### src/three_axis_block_averager_assert.svh
// Assertion macros for the three-axis block averager.
// Each macro takes a label, the clock, the active-low reset and the
// property terms; synthesis builds see empty bodies.
`ifndef THREE_AXIS_BLOCK_AVERAGER_ASSERT_SVH
`define THREE_AXIS_BLOCK_AVERAGER_ASSERT_SVH

`ifndef SYNTHESIS

// same-cycle implication
`define TAB_ASSERT_IMPLIES(lbl, clk, rst_n, ante, cons) \
	lbl: assert property (@(posedge clk) disable iff (!(rst_n)) (ante) |-> (cons)) \
		else $error("assertion failed");

// next-cycle implication
`define TAB_ASSERT_NEXT(lbl, clk, rst_n, ante, cons) \
	lbl: assert property (@(posedge clk) disable iff (!(rst_n)) (ante) |=> (cons)) \
		else $error("assertion failed");

`else

`define TAB_ASSERT_IMPLIES(lbl, clk, rst_n, ante, cons)
`define TAB_ASSERT_NEXT(lbl, clk, rst_n, ante, cons)

`endif

`endif

### src/tab_pkg.sv
package tab_pkg;

	// field widths
	localparam int SAMPLE_W   = 12;
	localparam int SUM_W      = 18;
	localparam int WIN_W      = 7;
	localparam int AXIS_W     = 2;

	// window limits
	localparam int MAX_WINDOW   = 64;
	localparam int RESET_WINDOW = 4;

	// number of axes and the codes that name them
	localparam int NUM_AXES = 3;
	localparam logic [AXIS_W-1:0] AXIS_X = 2'd0;
	localparam logic [AXIS_W-1:0] AXIS_Y = 2'd1;
	localparam logic [AXIS_W-1:0] AXIS_Z = 2'd2;

	// divider step counter: one quotient bit per step
	localparam int CNT_W = $clog2(SUM_W + 1);

	// divider status toward the sequencer
	typedef struct packed {
		logic busy;
		logic done;
	} div_stat_t;

	// limit a register write to 1..MAX_WINDOW
	function automatic logic [WIN_W-1:0] clamp_window(input logic [WIN_W-1:0] w);
		logic [WIN_W-1:0] r;
		r = w;
		if (w > WIN_W'(MAX_WINDOW)) begin
			r = WIN_W'(MAX_WINDOW);
		end
		if (w == '0) begin
			r = WIN_W'(1);
		end
		return r;
	endfunction

endpackage

### src/three_axis_block_averager.sv
// Three-axis boxcar averager. Each sample beat adds its reading into the
// running sum of its axis (x, y or z; axis code 3 is dropped). When an
// axis has collected window_size samples (the very first result per axis
// comes after one sample) the sum is divided by window_size, truncated
// toward zero, and sent out as one result beat; the sum then clears and
// the countdown reloads. A sample that completes a window holds off the
// next sample through its accept, 18 steps of the shared bit-serial
// divider, and the hand-off of the quotient to the output register.
// The output register holds a result while the next samples are
// accepted; a second quotient waits in the divider until it frees.
// window_size is clamped to 1..64 on write and must be written only while
// the block is idle; a countdown already running keeps its count.
`include "three_axis_block_averager_assert.svh"

module three_axis_block_averager (
	input  logic                                clk,
	input  logic                                arst_n,
	// configuration write
	input  logic                                cfg_valid,
	output logic                                cfg_ready,
	input  logic [tab_pkg::WIN_W-1:0]           window_size,
	// sample channel
	input  logic                                in_valid,
	output logic                                in_ready,
	input  logic [tab_pkg::AXIS_W-1:0]          axis,
	input  logic signed [tab_pkg::SAMPLE_W-1:0] sample,
	// result channel
	output logic                                out_valid,
	input  logic                                out_ready,
	output logic [tab_pkg::AXIS_W-1:0]          axis_out,
	output logic signed [tab_pkg::SUM_W-1:0]    average
);
	import tab_pkg::*;

	localparam logic ST_IDLE = 1'b0;
	localparam logic ST_DIV  = 1'b1;

	logic                    state_q;
	logic [WIN_W-1:0]        window_q;
	logic signed [SUM_W-1:0] sum_q [NUM_AXES];
	logic [WIN_W-1:0]        cnt_q [NUM_AXES];
	logic [AXIS_W-1:0]       axis_pend_q;

	logic                    out_valid_q;
	logic [AXIS_W-1:0]       axis_out_q;
	logic signed [SUM_W-1:0] average_q;

	logic                    in_fire;
	logic                    axis_ok;
	logic                    emit;
	logic signed [SUM_W-1:0] sum_new;
	logic                    div_start;
	logic                    out_load;
	div_stat_t               div_stat;
	logic signed [SUM_W-1:0] div_quo;

	assign cfg_ready = 1'b1;
	assign in_ready  = (state_q == ST_IDLE);
	assign in_fire   = in_valid & in_ready;
	assign axis_ok   = (axis == AXIS_X) || (axis == AXIS_Y) || (axis == AXIS_Z);

	// accumulate the beat into its axis sum
	always_comb begin
		sum_new = '0;
		emit    = 1'b0;
		if (axis_ok) begin
			sum_new = sum_q[axis] +
				{{(SUM_W-SAMPLE_W){sample[SAMPLE_W-1]}}, sample};
			emit    = (cnt_q[axis] <= WIN_W'(1));
		end
	end

	assign div_start = in_fire & axis_ok & emit;
	assign out_load  = (state_q == ST_DIV) & div_stat.done & (~out_valid_q | out_ready);

	// shared divider
	tab_div u_div (
		.clk      (clk),
		.arst_n   (arst_n),
		.start    (div_start),
		.dividend (sum_new),
		.divisor  (window_q),
		.stat     (div_stat),
		.quotient (div_quo)
	);

	// window register
	always_ff @(posedge clk or negedge arst_n) begin
		if (!arst_n) begin
			window_q <= clamp_window(WIN_W'(RESET_WINDOW));
		end else if (cfg_valid & cfg_ready) begin
			window_q <= clamp_window(window_size);
		end
	end

	// per-axis sums and countdowns
	always_ff @(posedge clk or negedge arst_n) begin
		if (!arst_n) begin
			for (int i = 0; i < NUM_AXES; i++) begin
				sum_q[i] <= '0;
				cnt_q[i] <= WIN_W'(1);
			end
		end else if (in_fire & axis_ok) begin
			if (emit) begin
				sum_q[axis] <= '0;
				cnt_q[axis] <= window_q;
			end else begin
				sum_q[axis] <= sum_new;
				cnt_q[axis] <= cnt_q[axis] - WIN_W'(1);
			end
		end
	end

	// sequencer
	always_ff @(posedge clk or negedge arst_n) begin
		if (!arst_n) begin
			state_q <= ST_IDLE;
		end else begin
			case (state_q)
				ST_IDLE: begin
					if (div_start) begin
						state_q <= ST_DIV;
					end
				end
				ST_DIV: begin
					if (out_load) begin
						state_q <= ST_IDLE;
					end
				end
				default: state_q <= ST_IDLE;
			endcase
		end
	end

	always_ff @(posedge clk) begin
		if (div_start) begin
			axis_pend_q <= axis;
		end
	end

	// output register
	always_ff @(posedge clk or negedge arst_n) begin
		if (!arst_n) begin
			out_valid_q <= 1'b0;
		end else if (out_load) begin
			out_valid_q <= 1'b1;
		end else if (out_ready) begin
			out_valid_q <= 1'b0;
		end
	end

	always_ff @(posedge clk) begin
		if (out_load) begin
			axis_out_q <= axis_pend_q;
			average_q  <= div_quo;
		end
	end

	assign out_valid = out_valid_q;
	assign axis_out  = axis_out_q;
	assign average   = average_q;

	// checks
	`TAB_ASSERT_NEXT(a_div_starts, clk, arst_n, div_start, div_stat.busy && (state_q == ST_DIV))
	`TAB_ASSERT_IMPLIES(a_result_from_div, clk, arst_n, $rose(out_valid_q), $past(div_stat.done))
	`TAB_ASSERT_IMPLIES(a_cnt_nonzero, clk, arst_n, 1'b1, (cnt_q[0] != '0) && (cnt_q[1] != '0) && (cnt_q[2] != '0))
	`TAB_ASSERT_IMPLIES(a_window_range, clk, arst_n, 1'b1, (window_q != '0) && (window_q <= WIN_W'(MAX_WINDOW)))

endmodule

### src/tab_div.sv
// Bit-serial signed divider: signed sum by unsigned window, truncated
// toward zero. One restoring step per cycle, SUM_W steps per division.
module tab_div (
	input  logic                          clk,
	input  logic                          arst_n,
	input  logic                          start,
	input  logic signed [tab_pkg::SUM_W-1:0] dividend,
	input  logic [tab_pkg::WIN_W-1:0]     divisor,
	output tab_pkg::div_stat_t            stat,
	output logic signed [tab_pkg::SUM_W-1:0] quotient
);
	import tab_pkg::*;

	logic             busy_q;
	logic             done_q;
	logic [CNT_W-1:0] cnt_q;
	logic [WIN_W-1:0] rem_q;
	logic [SUM_W-1:0] mag_q;
	logic [WIN_W-1:0] div_q;
	logic             neg_q;

	logic [WIN_W:0]   shifted;
	logic [WIN_W+1:0] diff;
	logic             q_bit;
	logic [WIN_W-1:0] rem_nxt;
	logic [SUM_W-1:0] dividend_neg;

	// one restoring step: shift in next dividend bit, try subtract
	always_comb begin
		shifted      = {rem_q, mag_q[SUM_W-1]};
		diff         = {1'b0, shifted} - {2'b00, div_q};
		q_bit        = ~diff[WIN_W+1];
		rem_nxt      = q_bit ? diff[WIN_W-1:0] : shifted[WIN_W-1:0];
		dividend_neg = -dividend;
	end

	// control
	always_ff @(posedge clk or negedge arst_n) begin
		if (!arst_n) begin
			busy_q <= 1'b0;
			done_q <= 1'b0;
			cnt_q  <= '0;
		end else if (start) begin
			busy_q <= 1'b1;
			done_q <= 1'b0;
			cnt_q  <= CNT_W'(SUM_W);
		end else if (busy_q) begin
			cnt_q <= cnt_q - CNT_W'(1);
			if (cnt_q == CNT_W'(1)) begin
				busy_q <= 1'b0;
				done_q <= 1'b1;
			end
		end
	end

	// datapath
	always_ff @(posedge clk) begin
		if (start) begin
			rem_q <= '0;
			mag_q <= dividend[SUM_W-1] ? dividend_neg : dividend;
			neg_q <= dividend[SUM_W-1];
			div_q <= divisor;
		end else if (busy_q) begin
			rem_q <= rem_nxt;
			mag_q <= {mag_q[SUM_W-2:0], q_bit};
		end
	end

	// restore the sign; magnitude 2^17 negates to the most negative value
	assign quotient  = neg_q ? -mag_q : mag_q;
	assign stat.busy = busy_q;
	assign stat.done = done_q;

endmodule

### config.mk
export PLATFORM = sky130hd
export DESIGN_NAME = three_axis_block_averager
export DESIGN_NICKNAME = d
export VERILOG_FILES = /design/src/tab_pkg.sv /design/src/three_axis_block_averager.sv /design/src/tab_div.sv
export VERILOG_INCLUDE_DIRS = /design/src /design/src/src
export SDC_FILE = /design/constraint.sdc
export NUM_CORES = 1
export LEC_CHECK = 0
export ABC_CLOCK_PERIOD_IN_PS = 3300
export BUFFER_PORTS_ARGS = -buffer_cell sky130_fd_sc_hd__buf_2
export CELL_PAD_IN_SITES_DETAIL_PLACEMENT = 1
export CELL_PAD_IN_SITES_GLOBAL_PLACEMENT = 2
export CORE_UTILIZATION = 36
export CTS_CLUSTER_SIZE = 10
export DETAILED_ROUTE_END_ITERATION = 6
export PLACE_DENSITY = 0.74
export SLEW_MARGIN = 20
export SYNTH_ARGS = -nofsm -noshare
export SYNTH_HDL_FRONTEND = slang
export SYNTH_SLANG_ARGS = --single-unit
### constraint.sdc
create_clock -name clk -period 3.3 [get_ports clk]
set_clock_uncertainty 0.15 [all_clocks]
set_input_delay 0.66 -clock clk [delete_from_list [all_inputs] [get_ports clk]]
set_output_delay 0.66 -clock clk [all_outputs]
set_load 0.005 [all_outputs]
== Yosys cells after proc, flatten, opt, wreduce, memory -nomap -nowiden ==
Cells that the tools add are included.
W data, S select, Z words.

* Bits of input ports: 26
* Bits in read-only memories: 0
* Memory bits (writable): 0
* Latch bits: 0
* Memories kept: 0
* Output and inout port bits: 23
* Bits in registers: 146
* Logic and storage cells: 90

* Div/mod/pow operators: 0
* Order comparisons: 4
* Equality and inequality tests: 3
* Shifts and indexed selects: 0
* Add/subtract/negate cells: 6
* Reductions and logical operators: 9
* Mux-type cells: 37
* Multipliers: 0
* Bitwise operators: 12

{| class="wikitable"
|+ Operators by type and width
! operator !! number
|-
| $mux W18 || 8
|-
| $and A54 B54 Y54 || 1
|-
| $bwmux W54 || 1
|-
| $mux W54 || 1
|-
| $not A54 Y54 || 1
|-
| $bwmux W21 || 2
|-
| $mux W7 || 6
|-
| $bmux W18 S2 || 1
|-
| $demux W18 S2 || 1
|-
| $neg A18 Y18 || 2
|-
| $mux W21 || 1
|-
| $add A18 B18 Y18 || 1
|-
| $bmux W7 S2 || 1
|-
| $demux W7 S2 || 1
|-
| $mux W1 || 11
|-
| $mux W5 || 2
|-
| $sub A8 B7 Y9 || 1
|-
| $gt A7 B7 Y1 const B || 1
|-
| $le A7 B1 Y1 const B || 1
|-
| $logic_not A7 Y1 || 1
|-
| $sub A7 B1 Y7 const B || 1
|-
| $reduce_bool A2 Y1 || 3
|-
| $and A1 B1 Y1 || 5
|-
| $eq A5 B1 Y1 const B || 1
|-
| other kinds (13) || 16
|}

== Depth between registers and ports, before layout ==
* Depth after elaboration: 9
* Gate-level depth with buffers: 18
* Mapped depth without buffers: 14

== Cells and area by module ==
A second synthesis with hierarchy kept.

* Cell total of the unflattened synthesis: 845
* Area total of the unflattened synthesis: 8335.5 µm²

{| class="wikitable"
|+ Modules (own cells, without submodules)
! module !! cells an instance !! area each (µm²) !! times used
|-
| three_axis_block_averager || 555 || 5671.7 || 1
|-
| tab_div || 290 || 2663.8 || 1
|}

== Worst setup path after synthesis ==
OpenSTA, ideal clock, no wires.

* Path kind: input-to-reg
* From: input axis[1] (netlist bit)
* To: register u_div.mag_q[5], data pin
* Library setup time: 0.259 ns
* Path slack: -1.145 ns
* Cell stages on the path: 17
* Required time: 2.891 ns
* Arrival time: 4.037 ns
* Cells stage by stage: buf_4 -> buf_1 -> buf_1 -> mux2i_1 -> o21ai_0 -> ha_1 -> buf_2 -> nand2_1 -> o211a_1 -> nor3_1 -> o31ai_2 -> xnor2_1 -> nand2_2 -> buf_6 -> a21oi_1 -> xor2_1 -> o21ai_1

* Cells in the longest elaborated chain, start to end: 9

{| class="wikitable"
|+ RTL lines
! what !! RTL line !! source
|-
| from (decl) || three_axis_block_averager.sv:25 || <nowiki>input logic [tab_pkg::AXIS_W-1:0] axis,</nowiki>
|-
| $not A2 Y3 (implied by the code) || three_axis_block_averager.sv:67, three_axis_block_averager.sv:69 ||
|-
| $bmux W18 S2 || three_axis_block_averager.sv:67 || <nowiki>sum_new = sum_q[axis] +</nowiki>
|-
| $mux W18 (implied by the code) (2 in a row) || three_axis_block_averager.sv:67 ||
|-
| $add A18 B18 Y18 || three_axis_block_averager.sv:67 ||
|-
| $mux W18 || three_axis_block_averager.sv:66 || <nowiki>if (axis_ok) begin</nowiki>
|-
| $neg A18 Y18 || tab_div.sv:34 || <nowiki>dividend_neg = -dividend;</nowiki>
|-
| $mux W18 || tab_div.sv:60 || <nowiki>mag_q <= dividend[SUM_W-1] ? dividend_neg : dividend;</nowiki>
|-
| $mux W18 * || tab_div.sv:58 || <nowiki>if (start) begin</nowiki>
|-
| to (signal assigned) || tab_div.sv:60 ||
|-
| to (signal assigned) || tab_div.sv:65 || <nowiki>mag_q <= {mag_q[SUM_W-2:0], q_bit};</nowiki>
|-
| to (decl) || tab_div.sv:18 || <nowiki>logic [SUM_W-1:0] mag_q;</nowiki>
|}

Mark *: on every way between the ends. The rest lies on a longest branch, timed or not. The select of a mux whose other input is x is not followed.
A chain may end at the register's enable or synchronous reset.

== Final worst setup path ==
* From: input axis[1] (netlist bit)
* To: register u_div.mag_q[14], data pin

Same word-level chain as after synthesis.

==> impl_results.md <==
- Run status: finished, violations left
- Yosys top cell area share: 0.266
- First-pass GRT wire length: 39.2 mm
- Cells after Synth: 861
- Register area share after synthesis: 0.472
- Startpoint Class: input pin
- Buffers on Ports: 47
- GRT overflow: 0
- Worst EP required: 3.32 ns
- Vias in the first global route: 7351
- Setup CP Type: in -> reg
- Mapped cell area: 0.00819 mm^2
- Pwr/cell area: 962 mW/mm^2
- Final hold violation count: 0
- GP Congestion: 0.863
- Critical Path AT: 3.61 ns
- CTS tree: done
- Worst rel slew slack: 0.546
- Area grow syn2layout: 33.4%
- Nets@finish: 1090
- Initial DRC Count: 185
- 1st-pass router iterations: 4
- Core Area: 0.0221 mm^2
- Actual slew at the worst max-slew pin: 0.681 ns
- Die area: 0.0234 mm^2
- Fraction of registers with async set/reset: 0.623
- Crit-path cells: buf_8 -> buf_12 -> buf_12 -> mux2i_1 -> o21ai_1 -> ha_1 -> buf_6 -> nand2_2 -> o31a_1 -> buf_6 -> a211oi_4 -> nor3_4 -> buf_12 -> nor4_4 -> a31oi_1 -> xor2_1 -> o21ai_1
- Number of vias per cell: 5.20
- CP Max Fanout: 6
- Reg-to-Reg Start: sum_q[36]
- N_diodes: 0
- Failing checks: setup timing
- Number of antenna violations at the first check in global routing: 0
- Area contributors post-synth: dfrtp_1 27%, edfxtp_1 18%, nand2_1 7.7%, o21ai_0 6.7%, ha_1 4.6%
- FP Rows: 54
- FF-to-FF End: u_div.mag_q[14]
- Largest net degree at the start of global routing: 51
- R2R Setup Slk: -0.13 ns
- Final setup fails: 26
- Clock root cell: clkbuf_16
- Yosys reg bits: 146
- Final Util: 0.495
- Final WL: 24.2 mm
- Fin area: 0.0109 mm^2
- RSZ-0062 raised after global routing: yes
- CP Capture Type: flop
- Post-synth EDFFs: 48
- Clk Latency, worst-skew pair: 0.43 ns
- Worst vdd ir: 0.354 mV
- Crit-path slowest cell: nor4_4
- Fraction of layout cells with a size suffix above 1: 0.312
- R2R cell count: 14
- Max-cap violations: 0
- Initial Utilization: 0.371
- Cell taking the most area after synthesis: dfrtp_1
- Final worst path period share: 1.09
- Most common cell in the netlist: nand2_1
- Top_reg_cell synth: dfrtp_1
- PnR worst setup slack: -0.285 ns
- H-tree Lvls: 4
- Total CTS buffers: 17
- Type of the most critical hold path: in -> async
- DP Wirelength: 17.3 mm
- Area after DPL: 0.00974 mm^2
- Maximum clock frequency: 0.279 GHz
- Total power: 0.0105 W
- Syn_nets: 919
- CTS Sinks: 146
- Drt drc: 0
- Vias: 6896
- CTS Hold Bufs: 0
- Antenna-violating nets left: 0
- DR WL/cell: 18.3 um
- CP dominant cell by count: buf_12
- CTS clk-pin slew, worst paths: 0.06 ns
- Fin. max-slew vios: 0
- Setup slack after placement: -0.908 ns
- Die H: 153 um
- Fill cell count: 2487
- Max stage delay on crit path: 0.40 ns
- GRT Overall Usage: 0.214
- Fin crit period: 3.58 ns
- Commonest cells post-synth: 168 x nand2_1, 110 x o21ai_0, 87 x dfrtp_1
- Leakage: 4.82 nW
- Synth Warn #: 0
- Avg Inst Size Synth: 9.52 um^2
- Top-Level Pins: 49
- Clock buffer depth: 2
- Die Wd: 153 um
- Post-synth cell types: 81
[critical path: cells and delay by family]
family	cells	cell delay, ns
fa+ha+maj	1	0.34
compound gates	5	0.95
mux	1	0.17
xor+xnor	1	0.19
simple gates	3	0.50
buf+inv	6	0.78
[metal layers]
layer  track usage  share of wire  up-vias
met5             0              0        -
met4        0.0544          0.018        0
met3        0.0391          0.019       32
met2         0.389           0.52       79
met1         0.259           0.45     3428
li1              -              -     3357
[per-stage QoR]
stage	cells	hold slack, ns	setup TNS [ns]
2_1_floorplan	861	0.214	-7.49
3_3_place_gp	1270	0.255	-25.14
3_5_place_dp	1270	0.272	-33.50
4_1_cts	1317	0.136	-2.41
5_1_grt	1325	0.165	-6.62
6_report	1325	0.131	-3.60
[logic make-up (layout without fill, tap and decap cells)]
family | Yosys count | after routing | share of synthesized area
simple gates | 299 | 299 | 0.170
other cells | 1 | 1 | 0.000458
compound gates | 224 | 224 | 0.174
fa+ha+maj | 32 | 32 | 0.0507
xor+xnor | 50 | 50 | 0.0534
buf+inv | 76 | 260 | 0.0388
flops | 146 | 146 | 0.472
mux | 33 | 33 | 0.0415
[power breakdown]
group | internal [W] | switching (W) | leakage (nW)
registers | 0.00274 | 0.000506 | 1.67
logic | 0.00251 | 0.00287 | 2.87
clock network | 0.00112 | 0.000772 | 0.284
total | 0.00637 | 0.00414 | 4.82
[cell usage in the layout (no fill, tap or decap), types with 28 or more instances in the layout]
cell and n:
buf_2 45, buf_4 127, dfrtp_1 87, edfxtp_1 48
ha_1 28, inv_1 29, nand2_1 162, nor2_1 51
o21ai_0 88, o21ai_1 30, xnor2_1 31
[registers in the layout, summed over array words and instances (netlist names)]
register and flops:
sum_q 54, cnt_q 21, average 18, u_div.mag_q 18, u_div.div_q 7, u_div.rem_q 7, window_q 7, u_div.cnt_q 5
axis_out 2, axis_pend_q 2, out_valid 1, state_q 1, u_div.busy_q 1, u_div.done_q 1, u_div.neg_q 1
[repair_timing]
action | CTS | global route
endpoints found under the hold margin | 0 | 0
endpoints found under the setup margin | 33 | 42
pin swaps | 37 | 20
setup buffers | 16 | 11
cloned | 0 | 0
gates resized for setup | 57 | 41
[area by class of cell]
class,instances,area [um^2],share of cell area
clock buffers,23,488,0.0446
clock inverters,9,78.8,0.00721
inverters,30,115,0.0105
multi-input cells,639,4460,0.408
flip-flops and latches,146,3860,0.353
well taps,280,350,0.0321
repair buffers,198,1580,0.144
[worst max-delay path by stage]
stage / start / endpoint / slack [ns] / cells past startpoint
after floorplan: axis[0] / u_div.mag_q[16] / -0.47 / 15
after global placement: axis[1] / u_div.mag_q[11] / -0.88 / 16
after detailed placement: axis[1] / u_div.mag_q[13] / -0.91 / 15
after CTS: axis[1] / u_div.mag_q[14] / -0.23 / 17
after global routing: axis[1] / u_div.mag_q[16] / -0.36 / 17
final: axis[1] / u_div.mag_q[14] / -0.28 / 17
Power figures use the tool's default switching activity.
